[src/rtl/lom_pkg.sv]
// ----------------------------------------------------------------------------
// lom_pkg
// Types and codes shared by the order matcher's controller and datapath.
// ----------------------------------------------------------------------------
package lom_pkg;

    localparam int MAX_FILLS = 32;
    localparam int FILL_W    = 6;

    localparam logic [1:0] CMD_NEW    = 2'd0;
    localparam logic [1:0] CMD_CANCEL = 2'd1;
    localparam logic [1:0] CMD_MODIFY = 2'd2;

    localparam logic [2:0] ST_ACCEPTED  = 3'd0;
    localparam logic [2:0] ST_CANCELLED = 3'd1;
    localparam logic [2:0] ST_MODIFIED  = 3'd2;
    localparam logic [2:0] ST_DUPLICATE = 3'd3;
    localparam logic [2:0] ST_NOT_FOUND = 3'd4;
    localparam logic [2:0] ST_FULL      = 3'd5;

    localparam logic [1:0] QSEL_ZERO  = 2'd0;
    localparam logic [1:0] QSEL_FOUND = 2'd1;
    localparam logic [1:0] QSEL_REM   = 2'd2;

    typedef struct packed {
        logic        side;
        logic [3:0]  client;
        logic [15:0] id;
        logic [31:0] arr_time;
        logic [15:0] qty;
        logic [15:0] price;
    } slot_t;

    typedef struct packed {
        logic [31:0] buy_qty;
        logic [31:0] sell_qty;
        logic [47:0] bought_val;
        logic [47:0] sold_val;
    } acc_t;

    typedef struct packed {
        logic       load;
        logic       scan_clr;
        logic       scan_step;
        logic       scan_best;
        logic       match_init;
        logic       tgt_found;
        logic       cancel_clr;
        logic       pick;
        logic       apply;
        logic       cr_taker;
        logic       cr_rest;
        logic       acc_sel_rest;
        logic       enter;
        logic       set_stat;
        logic [2:0] stat_code;
        logic [1:0] qsel;
        logic       out_fill;
        logic       out_stat;
    } cmd_t;

    typedef struct packed {
        logic [1:0] in_cmd;
        logic       scan_done;
        logic       found;
        logic       free_found;
        logic       best_found;
        logic       rem_zero;
        logic       fills_max;
        logic       out_free;
    } sts_t;

endpackage

[src/rtl/lom_ctrl.sv]
// ----------------------------------------------------------------------------
// lom_ctrl
// Sequencer for the order matcher: id scan, match loop, credit and results.
// ----------------------------------------------------------------------------
module lom_ctrl (
    input  logic          aclk,
    input  logic          aresetn,
    input  logic          s_tvalid,
    output logic          s_tready,
    input  lom_pkg::sts_t sts,
    output lom_pkg::cmd_t cmd
);
    import lom_pkg::*;

    localparam logic [3:0] S_IDLE     = 4'd0;
    localparam logic [3:0] S_ID_SCAN  = 4'd1;
    localparam logic [3:0] S_ID_DONE  = 4'd2;
    localparam logic [3:0] S_M_CHECK  = 4'd3;
    localparam logic [3:0] S_M_SCAN   = 4'd4;
    localparam logic [3:0] S_M_PICK   = 4'd5;
    localparam logic [3:0] S_APPLY    = 4'd6;
    localparam logic [3:0] S_CR_T     = 4'd7;
    localparam logic [3:0] S_RD_R     = 4'd8;
    localparam logic [3:0] S_CR_R     = 4'd9;
    localparam logic [3:0] S_FILL_OUT = 4'd10;
    localparam logic [3:0] S_ENTER    = 4'd11;
    localparam logic [3:0] S_STAT_RD  = 4'd12;
    localparam logic [3:0] S_STAT_OUT = 4'd13;

    logic [3:0] state_reg, state_next;

    always_ff @(posedge aclk) begin
        if (!aresetn) begin
            state_reg <= S_IDLE;
        end else begin
            state_reg <= state_next;
        end
    end

    assign s_tready = (state_reg == S_IDLE);

    always_comb begin
        cmd        = '0;
        state_next = state_reg;
        case (state_reg)
            S_IDLE: begin
                if (s_tvalid) begin
                    cmd.load     = 1'b1;
                    cmd.scan_clr = 1'b1;
                    state_next   = S_ID_SCAN;
                end
            end
            S_ID_SCAN: begin
                cmd.scan_step = 1'b1;
                if (sts.scan_done) begin
                    state_next = S_ID_DONE;
                end
            end
            S_ID_DONE: begin
                case (sts.in_cmd)
                    CMD_NEW: begin
                        if (sts.found) begin
                            cmd.set_stat  = 1'b1;
                            cmd.stat_code = ST_DUPLICATE;
                            cmd.qsel      = QSEL_ZERO;
                            state_next    = S_STAT_RD;
                        end else if (!sts.free_found) begin
                            cmd.set_stat  = 1'b1;
                            cmd.stat_code = ST_FULL;
                            cmd.qsel      = QSEL_ZERO;
                            state_next    = S_STAT_RD;
                        end else begin
                            cmd.match_init = 1'b1;
                            state_next     = S_M_CHECK;
                        end
                    end
                    CMD_CANCEL, CMD_MODIFY: begin
                        if (!sts.found) begin
                            cmd.set_stat  = 1'b1;
                            cmd.stat_code = ST_NOT_FOUND;
                            cmd.qsel      = QSEL_ZERO;
                            state_next    = S_STAT_RD;
                        end else if (sts.in_cmd == CMD_CANCEL) begin
                            cmd.cancel_clr = 1'b1;
                            cmd.set_stat   = 1'b1;
                            cmd.stat_code  = ST_CANCELLED;
                            cmd.qsel       = QSEL_FOUND;
                            state_next     = S_STAT_RD;
                        end else begin
                            cmd.cancel_clr = 1'b1;
                            cmd.match_init = 1'b1;
                            cmd.tgt_found  = 1'b1;
                            state_next     = S_M_CHECK;
                        end
                    end
                    default: begin
                        state_next = S_IDLE;
                    end
                endcase
            end
            S_M_CHECK: begin
                if (sts.rem_zero || sts.fills_max) begin
                    state_next = S_ENTER;
                end else begin
                    cmd.scan_clr  = 1'b1;
                    cmd.scan_best = 1'b1;
                    state_next    = S_M_SCAN;
                end
            end
            S_M_SCAN: begin
                cmd.scan_step = 1'b1;
                if (sts.scan_done) begin
                    state_next = S_M_PICK;
                end
            end
            S_M_PICK: begin
                if (!sts.best_found) begin
                    state_next = S_ENTER;
                end else begin
                    cmd.pick   = 1'b1;
                    state_next = S_APPLY;
                end
            end
            S_APPLY: begin
                cmd.apply  = 1'b1;
                state_next = S_CR_T;
            end
            S_CR_T: begin
                cmd.cr_taker = 1'b1;
                state_next   = S_RD_R;
            end
            S_RD_R: begin
                cmd.acc_sel_rest = 1'b1;
                state_next       = S_CR_R;
            end
            S_CR_R: begin
                cmd.acc_sel_rest = 1'b1;
                cmd.cr_rest      = 1'b1;
                state_next       = S_FILL_OUT;
            end
            S_FILL_OUT: begin
                if (sts.out_free) begin
                    cmd.out_fill = 1'b1;
                    state_next   = S_M_CHECK;
                end
            end
            S_ENTER: begin
                cmd.enter     = 1'b1;
                cmd.set_stat  = 1'b1;
                cmd.stat_code = (sts.in_cmd == CMD_NEW) ? ST_ACCEPTED : ST_MODIFIED;
                cmd.qsel      = QSEL_REM;
                state_next    = S_STAT_RD;
            end
            S_STAT_RD: begin
                state_next = S_STAT_OUT;
            end
            S_STAT_OUT: begin
                if (sts.out_free) begin
                    cmd.out_stat = 1'b1;
                    state_next   = S_IDLE;
                end
            end
            default: begin
                state_next = S_IDLE;
            end
        endcase
    end

endmodule

[config.mk]
export PLATFORM = sky130hd
export DESIGN_NAME = lom_ctrl
export DESIGN_NICKNAME = d
export VERILOG_FILES = /design/src/rtl/lom_pkg.sv /design/src/rtl/lom_ctrl.sv
export SDC_FILE = /design/constraint.sdc
export NUM_CORES = 1
export LEC_CHECK = 0
export BUFFER_PORTS_ARGS = -buffer_cell sky130_fd_sc_hd__buf_2
export CAP_MARGIN = 30
export CORE_MARGIN = 1
export CORE_UTILIZATION = 30
export CTS_CLUSTER_DIAMETER = 150
export DETAILED_ROUTE_END_ITERATION = 8
export GPL_TIMING_DRIVEN = 0
export HOLD_SLACK_MARGIN = 0.15
export PLACE_DENSITY = 0.67
export SKIP_CTS_REPAIR_TIMING = 1
export SYNTH_ARGS = -nofsm -noshare
export SYNTH_HDL_FRONTEND = slang
export SYNTH_SLANG_ARGS = --single-unit
[constraint.sdc]
create_clock -name aclk -period 1.9 [get_ports aclk]
set_input_delay 0 -clock aclk [delete_from_list [all_inputs] [get_ports aclk]]
set_output_delay 0 -clock aclk [all_outputs]
set_load 0.02 [all_outputs]
==> Word level (Yosys, flattened, before mapping) <==
Cells that the tools add are included.
{ "word_totals": {"ramBits": 0, "memories": 0, "input_bits": 12, "reg_bits": 4, "rom_bits": 0, "latchBits": 0} }
{ "classes": {"n_addsub": 0, "div_mod_pow": 0, "mul": 0, "n_bitwise": 0, "muxes": 43, "shift": 0, "eq_ne": 20, "reduce_logical": 7, "magnitude_cmp": 0} }
{ "op_table": {"columns": ["cell", "count"], "rows": [
  ["$pmux W4 S14", 1],
  ["$mux W4", 11],
  ["$eq A4 B4 Y1 const B", 6],
  ["$mux W6", 4],
  ["$pmux W6 S2", 2],
  ["$eq A4 B3 Y1 const B", 4],
  ["$mux W1", 16],
  ["$ne A2 B2 Y1 const B", 5],
  ["$eq A4 B2 Y1 const B", 2],
  ["$mux W2", 4],
  ["$pmux W4 S2", 1],
  ["$mux W3", 2],
  ["$reduce_or A2 Y1", 3],
  ["$reduce_and A5 Y1", 1],
  ["$eq A4 B1 Y1 const B", 1],
  ["$logic_not A4 Y1", 1],
  ["$pmux W1 S2", 2],
  ["$eq A2 B1 Y1 const B", 1],
  ["$eq A2 B2 Y1 const B", 1],
  ["$logic_not A2 Y1", 1],
  ["$logic_or A1 B1 Y1", 1]
]} }

==> Logic depth before layout (Yosys ltp) <==
Gate-level depths: netlist (run 1).
{ "depth": {"ltp_word": 5, "mapped_depth": 7} }

==> Worst setup path after synthesis (run 1) <==
Ideal clock, no wire load.
{ "synth_timing": {"path_kind": "flip-flop to output port", "startpoint": "register state_reg[0]", "endpoint": "output port cmd[19] (netlist name)", "slack_ps": 61, "arrival_time_ps": 1839, "path_buffers": 1, "stages_incl_launch_ff": 5, "path_cell_list": "dfxtp_1 -> clkbuf_1 -> nor4_1 -> and2_1 -> or2_2"} }
{ "synth_lines": {"columns": ["item", "line_no", "source"], "rows": [
  ["start, declared", "lom_ctrl.sv:30", "logic [3:0] state_reg, state_next;"],
  ["start signal, assigned", "lom_ctrl.sv:36", "state_reg <= state_next;"],
  ["end, declared", "lom_ctrl.sv:11", "output lom_pkg::cmd_t cmd"]
]} }

==> Worst setup path after layout (run 1) <==
{ "layout_timing": {"startpoint": "register state_reg[1]", "endpoint": "register state_reg[2]"} }
{ "layout_via": {"elab_chain_cells": 3} }
{ "layout_lines": {"columns": ["item", "line_no", "source"], "rows": [
  ["$eq A4 B1 Y1 (tied with other cells)", "lom_ctrl.sv:45", "case (state_reg)"],
  ["$ne A2 B2 Y1 (no line)", null, null],
  ["$reduce_and A5 Y1 (no line)", null, null]
]} }
Several ways; a longest one is shown, not always the timed one.
A chain may end at the register's enable or synchronous reset.

==> key figures, run 1 <==
Run status
  – Status: finished, final reports clean

Floorplan
  – Die Span Y: 49.4 um
  – Core area: 0.00204 mm2
  – Core Rows: 16
  – Total die area: 0.00244 mm2
  – IO Pins: 34
  – Die width: 49.4 um
  – Starting Density: 33.0%

Synth
  – Mean post-synth cell area: 6.36 um2
  – Top post-synthesis cells by area: dfxtp_1 (12%), nand2_1 (7.8%), o21ai_0 (5.9%)
  – Syn nets: 121
  – Async SR Flop Fraction: 0%
  – Post-synth design cell area: 674 um2
  – Number of synthesized register bits: 4
  – Synth Area in XOR/XNOR: 1.30%
  – Compound-gate portion of the synthesized area: 26.5%
  – Register area share after synthesis: 11.9%
  – Count of cell types in the netlist: 36
  – Largest area contributor in the netlist: dfxtp_1
  – Gate count of the mapped netlist: 106
  – Yosys warns: 0
  – EDFF count, synth: 0
  – Post-Synth Adder-Cell Area: 5.57%
  – Post-synth top area share: 11.9%
  – Simple-Gate Fraction of Synth Area: 39.9%
  – Synth Flop Type: dfxtp_1
  – Largest family of logic cells by synthesized area: simple AND/OR/NAND/NOR gates
  – Multiplexer area fraction after synthesis: 4.64%

Layout
  – Fin nets: 160
  – FF/Latch Area: 86.3 um2
  – Number of fill cells: 229
  – Layout Cells excl Fill: 170
  – Max reg flops: 4
  – Share of post-route cells with drive strength above 1: 35.0%
  – Multi-input gate area: 542 um2
  – Antenna diodes: 0
  – Area grow syn2layout: 38.6%

Global route
  – Met3 Use GR: 4.36%
  – Number of global-route vias before repair: 753
  – First-pass GRT wire length: 3230 um
  – GR Util met1: 20.1%
  – Global route total overflow: 0
  – Global route hottest layer: met2
  – Antenna violations before repair: 0
  – Met2 Use GR: 30.1%
  – Largest net degree at the start of global routing: 11
  – GRT Total Usage: 16.6%

Power
  – P_int: 0.312 mW
  – Peak VDD IR: 0.533 mV
  – Power share of the clock group: 17.1%
  – PD cells: 632 mW/mm2
  – Switching share of total power: 47.1%
  – Total Power: 0.590 mW
  – Flop pwr share: 20.5%
  – Gate power share: 62.4%
  – Sw Pwr: 0.278 mW
  – Leak pwr: 0.467 nW

Clock tree
  – Worst skew pair latency: 0.23 ns
  – Clock buffer depth: 2
  – Clock tree sinks: 4
  – H-tree depth: 1
  – Root Buffer: clkbuf_4
  – CTS tree: yes
  – Worst-path clk slew: 0.03 ns
  – CTS buffer count: 3

Routing
  – Initial detailed-routing violation count: 30
  – Via density per instance: 5.28
  – Post-route ant nets: 0
  – Routed wire length: 2030 um
  – Wire length per cell: 12.0 um
  – Via count: 897
  – First drt pass iteration count: 4
  – # DRC: 0

Min path
  – Hold path cells: 4
  – Hold WC Path Type: in2reg

Worst setup path
  – Critical Path RT: 2.03 ns
  – R2r worst-path depth: 6
  – Crit path arrival time: 1.92 ns
  – CP endpoint kind: register
  – Setup Crit Path Kind: reg2reg
  – Max Fanout on Critical Path: 7
  – CP max stage delay: 0.39 ns
  – Crit path max-delay cell type: or4_1
  – Startpoint Class: register
  – CP Cell Sequence: nand2b_4, or4_1, buf_4, o32ai_4, a311oi_1, o32ai_1

Flow run
  – Max Cap Viol: 0

Timing
  – Max frequency: 559 MHz
  – Max-slew violations: 0
  – Endpoints failing setup: 0
  – Setup TNS: 0 ns
  – Period Utilization, post-route: 94.1%
  – Final Hold Vio Count: 0
  – Minimum clock period: 1.79 ns
  – RSZ-0062 raised after global routing: no
  – Slew @ Worst Pin: 0.493 ns
  – Clock skew: 0.00195 ns
  – Fin Hold WS: 0.257 ns
  – Worst slew margin: 66.8%

Place
  – Final HPWL DP: 1550 um
  – GP Congestion: 0.860
  – IO buf count: 33
  – Placed Cells: 166
## through the flow
stage               util [%]  cell area (um2)  worst slack, ns
floorplan                  -              674           0.0606
global placement        42.8              873          -0.0907
detailed placement      42.8              873          -0.0643
CTS                     43.9              896           -0.124
global route            45.8              935         0.000160
finish                  45.8              935            0.112
## cells in the final DEF, fill, tap and decap left out, types with 3 or more instances in the layout
| cell type | count |
|---|---|
| inv_1 | 9 |
| ha_1 | 3 |
| nor2_1 | 10 |
| nor3_1 | 6 |
| clkbuf_2 | 3 |
| a21oi_1 | 4 |
| nor4_1 | 4 |
| nor2b_1 | 4 |
| nand2b_1 | 5 |
| o21ai_0 | 8 |
| clkbuf_4 | 3 |
| buf_2 | 33 |
| nand2_1 | 14 |
## cells by family after synthesis
group           count (synthesis)
compound gates                 25
xor+xnor                        1
fa+ha+maj                       3
buf+inv                        17
flops                           4
mux                             3
simple gates                   53
## path summary, 6_finish.rpt
check	from	end	slack, ns
worst max-delay path	state_reg[1]	state_reg[2]	0.11
worst min register to register	state_reg[1]	state_reg[1]	0.71
worst min-delay path	sts[2]	state_reg[3]	0.26
worst max register to register	state_reg[1]	state_reg[2]	0.11
## critical path: cells and delay by family (launching register included)
kind            cells  cell delay [ns]
simple gates        2             0.47
flops               1             0.38
compound gates      3             0.66
buf+inv             1             0.17
## cells in the mapped netlist, types with 2 or more instances
cell and instances:
o221a_2 2, nor2_1 10, inv_1 9, nor4_1 4, o32ai_1 2, mux2i_1 2, dfxtp_1 4, a21oi_1 4
nand2b_1 5, nor2b_1 4, o22ai_1 2, ha_1 3, and3_1 2, nand2_1 14, buf_1 2, nor3_1 6
clkbuf_1 4, o21ai_0 8, and2_1 2
## routing by layer
layer,part of all wire [%],vias up
met5,0,-
met4,0,0
met3,6.7,0
met2,49,36
met1,45,411
li1,-,450
## power by group through the flow
stage	Clock (mW)	Sequential, mW	Combinational (mW)
6_report	0.101	0.121	0.369
5_1_grt	0.112	0.124	0.408
4_1_cts	0.106	0.116	0.353
3_5_place_dp	0	0.117	0.352
3_3_place_gp	0	0.117	0.351
2_1_floorplan	0	0.113	0.256
## cell type report
type	count	share of cell area [%]
plain buffers	8	4.42
clock buffers	3	2.41
inverters	9	3.61
multi-input cells	85	58.0
flip-flops and latches	4	9.24
well taps	27	3.61
repair buffers	34	18.7
Power figures use the tool's default switching activity.
==> run 2, diff against run 1 <==
- REMOVE_ABC_BUFFERS: unset -> 1
==> run 2 against run 1 <==
Via count decreased by 5.4%; combinational power decreased by 17%; sequential power increased by 40%; sequential share of layout area increased by 0.86 points; clock skew increased by 0.0071 ns; critical path type unchanged; sequential cell count unchanged; clock power increased by 5%; count of clock-buffer cells in the layout unchanged; hold slack got worse by 0.0030 ns; total power decreased by 1.5%; die area unchanged; setup slack got worse by 0.017 ns; critical endpoint unchanged.
==> key figures, run 2 (synthesis gave the netlist of run 1 again) <==
Floorplan
  – IO Pins: 34 (unchanged)
  – Core area: 0.00204 mm2 (unchanged)
  – Die Span Y: 49.4 um (unchanged)
  – Starting Density: 33.0% (unchanged)
  – Core Rows: 16 (unchanged)
  – Total die area: 0.00244 mm2 (unchanged)
  – Die width: 49.4 um (unchanged)

Worst setup path
  – Critical Path RT: 2.02 ns (about the same)
  – FF-to-FF Start: state_reg[2]
  – Crit path arrival time: 1.93 ns (about the same)
  – First element of the critical path: state_reg[2]
  – Max Fanout on Critical Path: 11 (+4)
  – Startpoint Class: register
  – CP Depth: 5 (-1)
  – Setup Crit Path Kind: reg2reg
  – CP Cell Sequence: nand2b_4, or4_4, o32ai_4, a311oi_1, o32ai_1
  – Reg2Reg Setup Slack: 0.09 ns (-0.02 ns)
  – WP buf/inv: 0 (-1)
  – CP delay by family, top: simple AND/OR/NAND/NOR gates
  – CP max stage delay: 0.54 ns (+0.15 ns)
  – CP endpoint kind: register
  – Crit path max-delay cell type: or4_4
  – End of the worst register-to-register path: state_reg[2]
  – R2r worst-path depth: 5 (-1)
  – Setup crit end: state_reg[2]

Power
  – Flop pwr share: 29.2% (+8.7 points)
  – Power share of the clock group: 18.2% (+1.1 points)
  – Peak VDD IR: 0.292 mV (-45%)
  – Leak pwr: 0.448 nW (-3.9%)
  – Sw Pwr: 0.278 mW (-0.15%)
  – PD cells: 634 mW/mm2 (+0.37%)
  – Gate power share: 52.6% (-9.8 points)
  – Switching share of total power: 47.7% (+0.65 points)
  – P_int: 0.304 mW (-2.7%)

Global route
  – Number of global-route vias before repair: 675 (-10%)
  – Antenna violations before repair: 0 (unchanged)
  – Largest net degree at the start of global routing: 25 (+14)
  – Global route total overflow: 0 (unchanged)
  – GRT Total Usage: 14.8% (-1.8 points)
  – First-pass GRT wire length: 2850 um (-12%)

Routing
  – First drt pass iteration count: 4 (unchanged)
  – Wire length per cell: 11.9 um (-0.68%)
  – Via count: 849 (-5.4%)
  – # DRC: 0 (unchanged)
  – Via density per instance: 5.21 (-1.3%)
  – Initial detailed-routing violation count: 8 (-73%)
  – Routed wire length: 1940 um (-4.8%)
  – Post-route ant nets: 0 (unchanged)

Timing
  – Period Utilization, post-route: 95.0% (+0.92 points)
  – Final Hold Vio Count: 0 (unchanged)
  – Worst slew margin: 67.2% (+0.37 points)
  – Slew @ Worst Pin: 0.491 ns (-0.00201 ns)
  – Endpoints failing setup: 0 (unchanged)
  – Minimum clock period: 1.81 ns (+0.0174 ns)
  – Max frequency: 554 MHz (-0.96%)
  – Max-slew violations: 0 (unchanged)
  – Clock skew: 0.00908 ns (+0.00713 ns)

Flow run
  – Max Cap Viol: 0 (unchanged)

Clock tree
  – CTS buffer count: 3 (unchanged)
  – Root Buffer: clkbuf_4
  – Worst-path clk slew: 0.04 ns (about the same)
  – Worst skew pair latency: 0.24 ns (about the same)
  – Clock tree sinks: 4 (unchanged)
  – H-tree depth: 1 (unchanged)
  – Clock buffer depth: 2 (unchanged)
  – CTS tree: yes

Layout
  – Area grow syn2layout: 36.0%
  – Final core utilization: 44.9% (-0.86 points)
  – Design Area, Final: 917 um2 (-1.9%)
  – Most frequent cells in the layout: buf_2 (33), nand2_1 (14), nor2_1 (10), inv_1 (9), o21ai_0 (8)
  – Max reg flops: 4 (unchanged)
  – Fin nets: 153 (-4.4%)
  – Commonest non-fill, non-tap cell in the layout: buf_2
  – Antenna diodes: 0 (unchanged)
  – Share of post-route cells with drive strength above 1: 36.0% (+1.1 points)

Min path
  – Hold_sp: sts[2]
  – Hold WC Path Type: in2reg

Run status
  – Status: finished, final reports clean

Place
  – IO buf count: 33 (unchanged)
  – Final HPWL DP: 1330 um (-14%)
  – Cell Area, Placed: 838 um2 (-4.0%)
  – GP Congestion: 0.832 (-3.2%)
## run 2: cell types whose count changed in the layout (fill, tap and decap cells not counted), moves of 2 or more
cell / before / now
clkbuf_2: 3 / 0
clkbuf_1: 2 / 0
dfxtp_4: 1 / 3
buf_4: 2 / 0
## run 2: per-stage QoR
stage	hold slack, ns	power [mW]	instances	setup TNS, ns	worst slack, ns
2_1_floorplan	0.0887	0.357	98	-0.195	-0.131
3_3_place_gp	0.283	0.448	158	-0.374	-0.207
3_5_place_dp	0.278	0.453	158	-0.469	-0.241
4_1_cts	0.0235	0.565	161	-1.48	-0.271
5_1_grt	0.305	0.627	163	-0.00634	-0.00634
6_report	0.254	0.582	163	0	0.0946
## run 2: worst min-delay path by stage
stage              endpoint  slack, ns  depth (start not counted)
2_1_floorplan        cmd[6]       0.09                          1
3_3_place_gp   state_reg[3]       0.28                          2
3_5_place_dp   state_reg[3]       0.28                          2
4_1_cts        state_reg[3]       0.02                          2
5_1_grt        state_reg[3]       0.31                          4
6_report       state_reg[3]       0.25                          4
## run 2: area by class of cell
cell class / count / area [um2]
fillers: 228 / 1120
multi-input cells: 85 / 552
repair buffers: 35 / 183
inverters: 9 / 33.8
flip-flops and latches: 4 / 92.6
clock buffers: 3 / 22.5
well taps: 27 / 33.8
## run 2: power groups by stage
stage	registers, mW	clock network (mW)	logic [mW]
2_1_floorplan	0.147	0	0.210
3_3_place_gp	0.164	0	0.283
3_5_place_dp	0.166	0	0.287
4_1_cts	0.165	0.112	0.288
5_1_grt	0.177	0.117	0.334
6_report	0.170	0.106	0.306
## run 2: routing by layer
metal  global-route usage (%)  wire length (um)
met5                        0                 0
met4                     8.57                 0
met3                    0.935               119
met2                     23.5               941
met1                     19.4               874
## run 2: worst reg2reg max path: stages, from the launching register on
cell and delay, ns:
dfxtp_4 0.37, nand2b_4 0.18, or4_4 0.54, o32ai_4 0.25, a311oi_1 0.09, o32ai_1 0.28
